### src/design/sqmm_pkg.sv
// Shared constants and controller/datapath handshake types for the matrix multiplier.
`default_nettype none

package sqmm_pkg;

    // Matrix size and derived counts
    localparam int MATRIX_DIM = 4;
    localparam int CELLS      = MATRIX_DIM * MATRIX_DIM;

    // Field widths
    localparam int ELEM_W = 16;
    localparam int PROD_W = 2 * ELEM_W;
    localparam int SUM_W  = 34;

    // Counter and address widths
    localparam int DIM_W  = $clog2(MATRIX_DIM);
    localparam int CELL_W = $clog2(CELLS);
    localparam int LOAD_W = $clog2(2 * CELLS);

    // Commands from the controller to the datapath
    typedef struct packed {
        logic              wr_en;
        logic              wr_sel_b;
        logic [CELL_W-1:0] wr_addr;
        logic              issue;
        logic [CELL_W-1:0] a_addr;
        logic [CELL_W-1:0] b_addr;
        logic              first_k;
        logic              last_k;
        logic              push;
        logic              push_last;
    } sqmm_cmd_t;

    // Status from the datapath to the controller
    typedef struct packed {
        logic sum_ready;
        logic out_free;
    } sqmm_sts_t;

endpackage

`default_nettype wire

### src/design/sqmm_if.sv
// Valid/ready channel interfaces for matrix elements and product elements.
`default_nettype none

interface sqmm_elem_if;
    logic                              valid;
    logic                              ready;
    logic signed [sqmm_pkg::ELEM_W-1:0] element;

    modport source (output valid, output element, input ready);
    modport sink (input valid, input element, output ready);
endinterface

interface sqmm_prod_if;
    logic                             valid;
    logic                             ready;
    logic signed [sqmm_pkg::SUM_W-1:0] product_value;
    logic                             last_of_run;

    modport source (output valid, output product_value, output last_of_run, input ready);
    modport sink (input valid, input product_value, input last_of_run, output ready);
endinterface

`default_nettype wire

### src/design/square_matrix_multiply.sv
// Square signed matrix multiplier: C = A * B over MATRIX_DIM by MATRIX_DIM integer matrices.
//
// operand channel: one 16-bit signed element per transaction, all of A row-major,
// then all of B row-major. One element is taken per cycle while loading.
// product channel: after the last element of B, the MATRIX_DIM*MATRIX_DIM elements
// of C leave in row-major order as 34-bit signed values; last_of_run marks the final one.
// One shared multiplier and accumulator does all N*N*N products. Each product element
// takes N operand reads; the read data is registered, multiplied into prod_reg and
// accumulated into acc_reg, and one push then moves the finished sum to the output register.
// No element is taken while the product is being computed; loading of the next run
// starts as soon as the last result is pushed to the output register.
// A stalled receiver holds the output register; the next sum waits in the accumulator
// and computation pauses until the register frees.
// Reset clears the controller and the output valid; the matrix stores are not cleared
// and every entry is written before it is read.
`default_nettype none

module square_matrix_multiply (
    input  wire logic   clk,
    input  wire logic   rst_n,
    sqmm_elem_if.sink   operand,
    sqmm_prod_if.source product
);

    sqmm_pkg::sqmm_cmd_t cmd;
    sqmm_pkg::sqmm_sts_t sts;

    sqmm_ctrl u_ctrl (
        .clk      (clk),
        .rst_n    (rst_n),
        .in_valid (operand.valid),
        .in_ready (operand.ready),
        .sts      (sts),
        .cmd      (cmd)
    );

    sqmm_dp u_dp (
        .clk     (clk),
        .rst_n   (rst_n),
        .cmd     (cmd),
        .sts     (sts),
        .element (operand.element),
        .product (product)
    );

    // A push only moves a finished sum
    assert property (@(posedge clk) disable iff (!rst_n) cmd.push |-> sts.sum_ready)
        else $error("push without a finished sum");

    // A push never overwrites a result the receiver has not taken
    assert property (@(posedge clk) disable iff (!rst_n)
        cmd.push |-> (!product.valid || product.ready))
        else $error("push overwrote a held result");

    // Operand reads never overlap element loading
    assert property (@(posedge clk) disable iff (!rst_n) cmd.issue |-> !operand.ready)
        else $error("operand read while loading");

    // A push is followed by a valid output
    assert property (@(posedge clk) disable iff (!rst_n) cmd.push |=> product.valid)
        else $error("pushed result not presented");

endmodule

`default_nettype wire

### src/design/sqmm_dp.sv
// Datapath: matrix stores, shared multiply-accumulate pipeline and output register.
`default_nettype none

module sqmm_dp (
    input  wire logic                               clk,
    input  wire logic                               rst_n,
    input  wire sqmm_pkg::sqmm_cmd_t                cmd,
    output sqmm_pkg::sqmm_sts_t                     sts,
    input  wire logic signed [sqmm_pkg::ELEM_W-1:0] element,
    sqmm_prod_if.source                             product
);

    localparam int CELLS  = sqmm_pkg::CELLS;
    localparam int ELEM_W = sqmm_pkg::ELEM_W;
    localparam int PROD_W = sqmm_pkg::PROD_W;
    localparam int SUM_W  = sqmm_pkg::SUM_W;

    logic signed [ELEM_W-1:0] first_mem [CELLS];
    logic signed [ELEM_W-1:0] second_mem [CELLS];

    logic signed [ELEM_W-1:0] a_q_reg;
    logic signed [ELEM_W-1:0] b_q_reg;
    logic signed [PROD_W-1:0] prod_reg;
    logic signed [SUM_W-1:0]  acc_reg;
    logic signed [SUM_W-1:0]  acc_next;
    logic signed [SUM_W-1:0]  prod_ext;

    logic rd_valid_reg, rd_first_reg, rd_last_reg;
    logic mul_valid_reg, mul_first_reg, mul_last_reg;
    logic sum_ready_reg;

    logic                    out_valid_reg;
    logic signed [SUM_W-1:0] out_value_reg;
    logic                    out_last_reg;

    // Write loaded elements and read operands, read data registered
    always_ff @(posedge clk)
    begin
        if (cmd.wr_en && !cmd.wr_sel_b)
        begin
            first_mem[cmd.wr_addr] <= element;
        end
        if (cmd.wr_en && cmd.wr_sel_b)
        begin
            second_mem[cmd.wr_addr] <= element;
        end
        a_q_reg <= first_mem[cmd.a_addr];
        b_q_reg <= second_mem[cmd.b_addr];
    end

    // Multiply the operand pair and accumulate the products
    assign prod_ext = {{(SUM_W - PROD_W){prod_reg[PROD_W-1]}}, prod_reg};
    assign acc_next = mul_first_reg ? prod_ext : acc_reg + prod_ext;

    always_ff @(posedge clk)
    begin
        prod_reg <= a_q_reg * b_q_reg;
        if (mul_valid_reg)
        begin
            acc_reg <= acc_next;
        end
        if (cmd.push)
        begin
            out_value_reg <= acc_reg;
            out_last_reg  <= cmd.push_last;
        end
    end

    // Advance the pipeline control flags and hold the output valid
    always_ff @(posedge clk or negedge rst_n)
    begin
        if (!rst_n)
        begin
            rd_valid_reg  <= 1'b0;
            rd_first_reg  <= 1'b0;
            rd_last_reg   <= 1'b0;
            mul_valid_reg <= 1'b0;
            mul_first_reg <= 1'b0;
            mul_last_reg  <= 1'b0;
            sum_ready_reg <= 1'b0;
            out_valid_reg <= 1'b0;
        end
        else
        begin
            rd_valid_reg  <= cmd.issue;
            rd_first_reg  <= cmd.first_k;
            rd_last_reg   <= cmd.last_k;
            mul_valid_reg <= rd_valid_reg;
            mul_first_reg <= rd_first_reg;
            mul_last_reg  <= rd_last_reg;
            if (cmd.push)
            begin
                sum_ready_reg <= 1'b0;
            end
            else if (mul_valid_reg && mul_last_reg)
            begin
                sum_ready_reg <= 1'b1;
            end
            if (cmd.push)
            begin
                out_valid_reg <= 1'b1;
            end
            else if (product.ready)
            begin
                out_valid_reg <= 1'b0;
            end
        end
    end

    assign sts.sum_ready = sum_ready_reg;
    assign sts.out_free  = !out_valid_reg || product.ready;

    assign product.valid         = out_valid_reg;
    assign product.product_value = out_value_reg;
    assign product.last_of_run   = out_last_reg;

endmodule

`default_nettype wire

### src/design/sqmm_ctrl.sv
// Controller: load sequencing and multiply-accumulate scheduling state machine.
`default_nettype none

module sqmm_ctrl (
    input  wire logic                clk,
    input  wire logic                rst_n,
    input  wire logic                in_valid,
    output logic                     in_ready,
    input  wire sqmm_pkg::sqmm_sts_t sts,
    output sqmm_pkg::sqmm_cmd_t      cmd
);

    localparam int MATRIX_DIM = sqmm_pkg::MATRIX_DIM;
    localparam int CELLS      = sqmm_pkg::CELLS;
    localparam int DIM_W      = sqmm_pkg::DIM_W;
    localparam int CELL_W     = sqmm_pkg::CELL_W;
    localparam int LOAD_W     = sqmm_pkg::LOAD_W;

    typedef enum logic [2:0] {
        ST_LOAD  = 3'b001,
        ST_MAC   = 3'b010,
        ST_DRAIN = 3'b100
    } sqmm_state_t;

    sqmm_state_t state_reg, state_next;
    logic [LOAD_W-1:0] load_count_reg, load_count_next;
    logic [DIM_W-1:0]  i_reg, i_next;
    logic [DIM_W-1:0]  j_reg, j_next;
    logic [DIM_W-1:0]  k_reg, k_next;

    logic load_acc;
    logic load_done;
    logic k_end;
    logic j_end;
    logic i_end;
    logic push;

    assign load_acc  = in_valid && in_ready;
    assign load_done = load_count_reg == LOAD_W'(2 * CELLS - 1);
    assign k_end     = k_reg == DIM_W'(MATRIX_DIM - 1);
    assign j_end     = j_reg == DIM_W'(MATRIX_DIM - 1);
    assign i_end     = i_reg == DIM_W'(MATRIX_DIM - 1);
    assign push      = (state_reg == ST_DRAIN) && sts.sum_ready && sts.out_free;
    assign in_ready  = state_reg == ST_LOAD;

    // Drive datapath commands
    always_comb
    begin
        cmd.wr_en    = load_acc;
        cmd.wr_sel_b = load_count_reg >= LOAD_W'(CELLS);
        cmd.wr_addr  = cmd.wr_sel_b ? CELL_W'(load_count_reg - LOAD_W'(CELLS))
                                    : CELL_W'(load_count_reg);
        cmd.issue    = state_reg == ST_MAC;
        cmd.a_addr   = CELL_W'(CELL_W'(i_reg) * CELL_W'(MATRIX_DIM) + CELL_W'(k_reg));
        cmd.b_addr   = CELL_W'(CELL_W'(k_reg) * CELL_W'(MATRIX_DIM) + CELL_W'(j_reg));
        cmd.first_k  = k_reg == '0;
        cmd.last_k   = k_end;
        cmd.push     = push;
        cmd.push_last = i_end && j_end;
    end

    // Sequence loads, operand reads and result pushes
    always_comb
    begin
        state_next      = state_reg;
        load_count_next = load_count_reg;
        i_next          = i_reg;
        j_next          = j_reg;
        k_next          = k_reg;
        case (state_reg)
            ST_LOAD:
            begin
                if (load_acc)
                begin
                    if (load_done)
                    begin
                        load_count_next = '0;
                        i_next          = '0;
                        j_next          = '0;
                        k_next          = '0;
                        state_next      = ST_MAC;
                    end
                    else
                    begin
                        load_count_next = load_count_reg + 1'b1;
                    end
                end
            end
            ST_MAC:
            begin
                if (k_end)
                begin
                    k_next     = '0;
                    state_next = ST_DRAIN;
                end
                else
                begin
                    k_next = k_reg + 1'b1;
                end
            end
            ST_DRAIN:
            begin
                if (push)
                begin
                    if (i_end && j_end)
                    begin
                        state_next = ST_LOAD;
                    end
                    else
                    begin
                        state_next = ST_MAC;
                        if (j_end)
                        begin
                            j_next = '0;
                            i_next = i_reg + 1'b1;
                        end
                        else
                        begin
                            j_next = j_reg + 1'b1;
                        end
                    end
                end
            end
            default:
            begin
                state_next = ST_LOAD;
            end
        endcase
    end

    // Hold controller state
    always_ff @(posedge clk or negedge rst_n)
    begin
        if (!rst_n)
        begin
            state_reg      <= ST_LOAD;
            load_count_reg <= '0;
            i_reg          <= '0;
            j_reg          <= '0;
            k_reg          <= '0;
        end
        else
        begin
            state_reg      <= state_next;
            load_count_reg <= load_count_next;
            i_reg          <= i_next;
            j_reg          <= j_next;
            k_reg          <= k_next;
        end
    end

endmodule

`default_nettype wire

### src/flat_wrapper.sv
// flat-port wrapper written by rule: the top's interface ports become plain ports
module square_matrix_multiply_flat 
  (clk, rst_n, operand_valid, operand_element, operand_ready, product_valid, product_product_value, product_last_of_run, product_ready);
  sqmm_elem_if operand_i ();
  sqmm_prod_if product_i ();
  input  wire logic clk;
  input  wire logic rst_n;
  input wire logic [$bits(operand_i.valid)-1:0] operand_valid;
  input wire logic [$bits(operand_i.element)-1:0] operand_element;
  output wire logic [$bits(operand_i.ready)-1:0] operand_ready;
  output wire logic [$bits(product_i.valid)-1:0] product_valid;
  output wire logic [$bits(product_i.product_value)-1:0] product_product_value;
  output wire logic [$bits(product_i.last_of_run)-1:0] product_last_of_run;
  input wire logic [$bits(product_i.ready)-1:0] product_ready;
  assign operand_i.valid = operand_valid;
  assign operand_i.element = operand_element;
  assign operand_ready = operand_i.ready;
  assign product_valid = product_i.valid;
  assign product_product_value = product_i.product_value;
  assign product_last_of_run = product_i.last_of_run;
  assign product_i.ready = product_ready;
  square_matrix_multiply u_core (.clk(clk), .rst_n(rst_n), .operand(operand_i), .product(product_i));
endmodule
### config.mk
export PLATFORM = sky130hd
export DESIGN_NAME = square_matrix_multiply_flat
export DESIGN_NICKNAME = d
export VERILOG_FILES = /design/src/design/sqmm_pkg.sv /design/src/design/sqmm_if.sv /design/src/design/square_matrix_multiply.sv /design/src/design/sqmm_dp.sv /design/src/design/sqmm_ctrl.sv /design/src/flat_wrapper.sv
export SDC_FILE = /design/constraint.sdc
export NUM_CORES = 1
export LEC_CHECK = 0
export BUFFER_PORTS_ARGS = -buffer_cell sky130_fd_sc_hd__buf_2
export CORE_UTILIZATION = 55
export DETAILED_ROUTE_END_ITERATION = 7
export PLACE_DENSITY = 0.79
export SETUP_SLACK_MARGIN = 0.05
export SLEW_MARGIN = 20
export SYNTH_ARGS = -nofsm -noshare
export SYNTH_HDL_FRONTEND = slang
export SYNTH_HIERARCHICAL = 1
export SYNTH_SLANG_ARGS = --single-unit
export TNS_END_PERCENT = 10
### constraint.sdc
create_clock -name clk -period 17.4 [get_ports clk]
set_input_delay 1.74 -clock clk [delete_from_list [all_inputs] [get_ports clk]]
set_output_delay 1.74 -clock clk [all_outputs]
set_load 0.03 [all_outputs]
==> impl_metrics.py <==
metrics = {
    "clock_network": {
        "cts.path.max_buffers": 3,
        "post-cts-setup-buffer-count": 0,
        "cts_root_buffer": "clkbuf_16",
        "hold_buffers": 0,
        "path_clk_slew_ns": 0.06,
        "clk_latency_ns": 0.63,
        "htree_levels": 3,
        "clkSinkCount": 667,
        "cts_tree": "done",
        "cts_inserted_buffers": 69,
        "cts_resized": 0,
    },
    "power": {
        "peakVddDrop_v": 0.000167,
        "leakagePower_nw": 14.9,
        "power_density_mw_per_mm2": 172,
    },
    "grt": {
        "first_global_vias": 20900,
        "grt_overflow": 0,
        "grt_pass1_wl_um": 120000,
        "grt_usage_pct": 24.0,
        "grt_antenna_before_repair": 4,
        "grt_max_degree": 67,
    },
    "synth": {
        "synth.most_common_cell": "edfxtp_1",
        "netlist-cell-type-count": 71,
        "yosysTopAreaCell": "edfxtp_1",
        "synthDominantCellAreaShare_pct": 49.2,
        "synthTopCellsByCount": "edfxtp_1 (581), inv_1 (298), fa_1 (263)",
        "synth_edf_count": 581,
        "synth_seq_cells": 667,
        "yosysSeqAreaShare_pct": 54.3,
        "syn_nets": 2753,
        "ys.flop_type": "edfxtp_1",
        "netlist_instances": 2348,
        "synthesis.area_sq_mm": 0.0355,
        "ys_warn_count": 6,
        "yosys-top-cells-area": "edfxtp_1 (49%), fa_1 (15%), mux4_2 (10%)",
        "synth.avg_cell_area_sq_um": 15.1,
        "synthArstFlopShare_pct": 3.30,
    },
    "worst_setup_path": {
        "critPathRequiredTime_ns": 17.90,
        "reg2reg_depth": 21,
        "regToRegSetupSlack_ns": 10.68,
        "critPathMaxFanout": 16,
        "setup.worst_path.end": "u_core/u_dp/prod_reg[30]",
        "worstPathArrival_ns": 7.22,
        "timing.rr.start": "u_core/u_dp/b_q_reg[7]",
        "worstReg2RegEnd": "u_core/u_dp/prod_reg[30]",
        "start_kind": "register",
        "crit_path_start": "u_core/u_dp/b_q_reg[7]",
        "crit_type": "register to register",
        "cp-end-kind": "register",
    },
    "min_path": {
        "hold_path_startpoint": "u_core/u_dp/rd_first_reg",
        "holdCritPathClass": "register to register",
    },
    "timing": {
        "slew_headroom_pct": 24.1,
        "period_minus_slack_ns": 6.72,
        "rsz0062_at_grt": "no",
        "tightest_slew_ns": 1.13,
        "fmax_mhz": 149,
        "hold_violations": 0,
        "post-route-period-util_pct": 38.6,
        "finalSetupViolations": 0,
        "finalClockSkew_ns": 0.0550,
        "slew_violations": 0,
        "fin_setup_tns_ns": 0,
    },
    "run_status": {
        "status": "finished clean",
    },
    "detailed_routing": {
        "dr.pass1.iters": 6,
        "wl_met2_um": 38700,
        "avgViaCountPerCell": 5.86,
        "wire_per_inst_um": 23.1,
        "drt_iter0_markers": 1442,
        "ant_nets": 0,
        "wl_met3_um": 5300,
        "vias": 19400,
        "wl_um": 76600,
        "route.detailed.drc": 0,
        "dr.max_layer_used": "met5",
        "wl_met1_um": 30300,
    },
    "cells_and_area": {
        "antenna_cells": 0,
        "nFillCells": 4413,
        "area.growth.synth_to_final_pct": 10.2,
        "fin_util_pct": 61.7,
        "nets": 2816,
        "drive_gt1_share_pct": 15.9,
        "top_regs": "u_core/u_dp/first_mem (256), u_core/u_dp/second_mem (256)",
    },
    "floorplanning": {
        "core-area_sq_mm": 0.0634,
        "start_util_pct": 55.9,
        "fp.dieH_um": 256,
        "ioPinCount": 57,
        "die_area_sq_mm": 0.0655,
        "rows": 92,
        "fp.dieW_um": 256,
    },
    "run": {
        "drv_cap": 0,
    },
    "place": {
        "numPortBuffers": 56,
        "dp_hpwl_um": 49100,
        "place_congestion": 0.908,
    },
}
-- power breakdown --
group | internal [W] | leakage (nW) | switching, W
registers | 0.00191 | 6.04 | 0.0000922
logic | 0.00146 | 7.70 | 0.00179
clock network | 0.000855 | 1.10 | 0.000632
total | 0.00423 | 14.9 | 0.00251
-- through the flow --
stage	hold slack (ns)	cells	total power, W	setup slack (ns)	cell area [sq um]
after floorplan	0.331	2348	0.00457	11.22	35500
after global placement	0.333	3183	0.00512	10.88	36700
after detailed placement	0.343	3183	0.00524	10.78	36800
after CTS	0.356	3309	0.00676	10.75	39100
after global routing	0.366	3312	0.00727	10.43	39100
final	0.351	3312	0.00674	10.68	39100
-- area by class of cell --
class	instances	area [sq um]	share of cell area, %
Timing Repair Buffer	86	529	1.35
Tap cell	846	1060	2.71
Clock buffer	89	1850	4.74
Inverter	299	1120	2.87
Clock inverter	37	448	1.15
Multi-Input combinational cell	1288	14800	37.9
Sequential cell	667	19300	49.3
-- cell usage in the layout (no fill, tap or decap), types with 7 or more instances in the layout --
master	Yosys	layout
a21o_1	35	35
a21oi_1	44	44
a31oi_1	7	7
and2_1	121	121
buf_2	0	56
buf_4	10	27
clkbuf_1	65	17
clkbuf_16	0	71
clkinv_1	0	11
clkinv_2	0	10
dfrtp_1	21	16
dfxtp_1	64	64
edfxtp_1	581	581
fa_1	263	263
ha_1	122	122
inv_1	298	298
mux4_2	160	160
nand2_1	175	175
nand2b_1	18	18
nand3_1	15	15
nor2_1	77	67
nor2b_1	11	11
nor3_1	19	11
o21a_1	7	7
o21ai_0	53	53
o21ai_1	7	7
xnor2_1	45	45
xor2_1	21	21
-- critical path, stage by stage, from the launching register on --
cell and delay, ns:
dfxtp_1 0.81, nand2_1 0.19, fa_1 0.58, inv_1 0.05, fa_1 0.40, fa_1 0.49, inv_1 0.05, fa_1 0.55
fa_1 0.43, fa_1 0.49, inv_1 0.04, ha_1 0.35, a21o_1 0.22, a21o_1 0.18, a21o_1 0.21, a2111oi_2 0.42
o21ai_0 0.16, o221a_2 0.28, a21oi_1 0.22, nand4bb_1 0.20, a31oi_1 0.12, xor2_1 0.15
-- worst min-delay path by stage --
stage,to,slack [ns],depth (start not counted)
3_3_place_gp,u_core/u_dp/mul_first_reg,0.33,0
3_5_place_dp,u_core/u_dp/mul_first_reg,0.34,0
2_1_floorplan,u_core/u_dp/mul_first_reg,0.33,0
5_1_grt,u_core/u_dp/mul_valid_reg,0.37,0
6_report,u_core/u_dp/mul_first_reg,0.35,0
4_1_cts,u_core/u_dp/mul_first_reg,0.36,0
-- metal layers --
| layer | vias up | GRT usage (%) |
|---|---|---|
| met1 | 9902 | 30.8 |
| met3 | 206 | 4.60 |
| met5 | - | 0 |
| li1 | 8404 | - |
| met4 | 8 | 8.50 |
| met2 | 874 | 40.9 |
-- logic make-up after synthesis --
kind of cell / share of synthesized area [%]
AO/OA/AOI/OAI: 3.83
multiplexers: 10.4
AND/OR/NAND/NOR: 6.39
flip-flops: 54.3
adder cells (fa/ha/maj): 19.1
XOR/XNOR: 1.63
buffers and inverters: 4.28
Note: power is estimated with default switching activity, not from simulation.
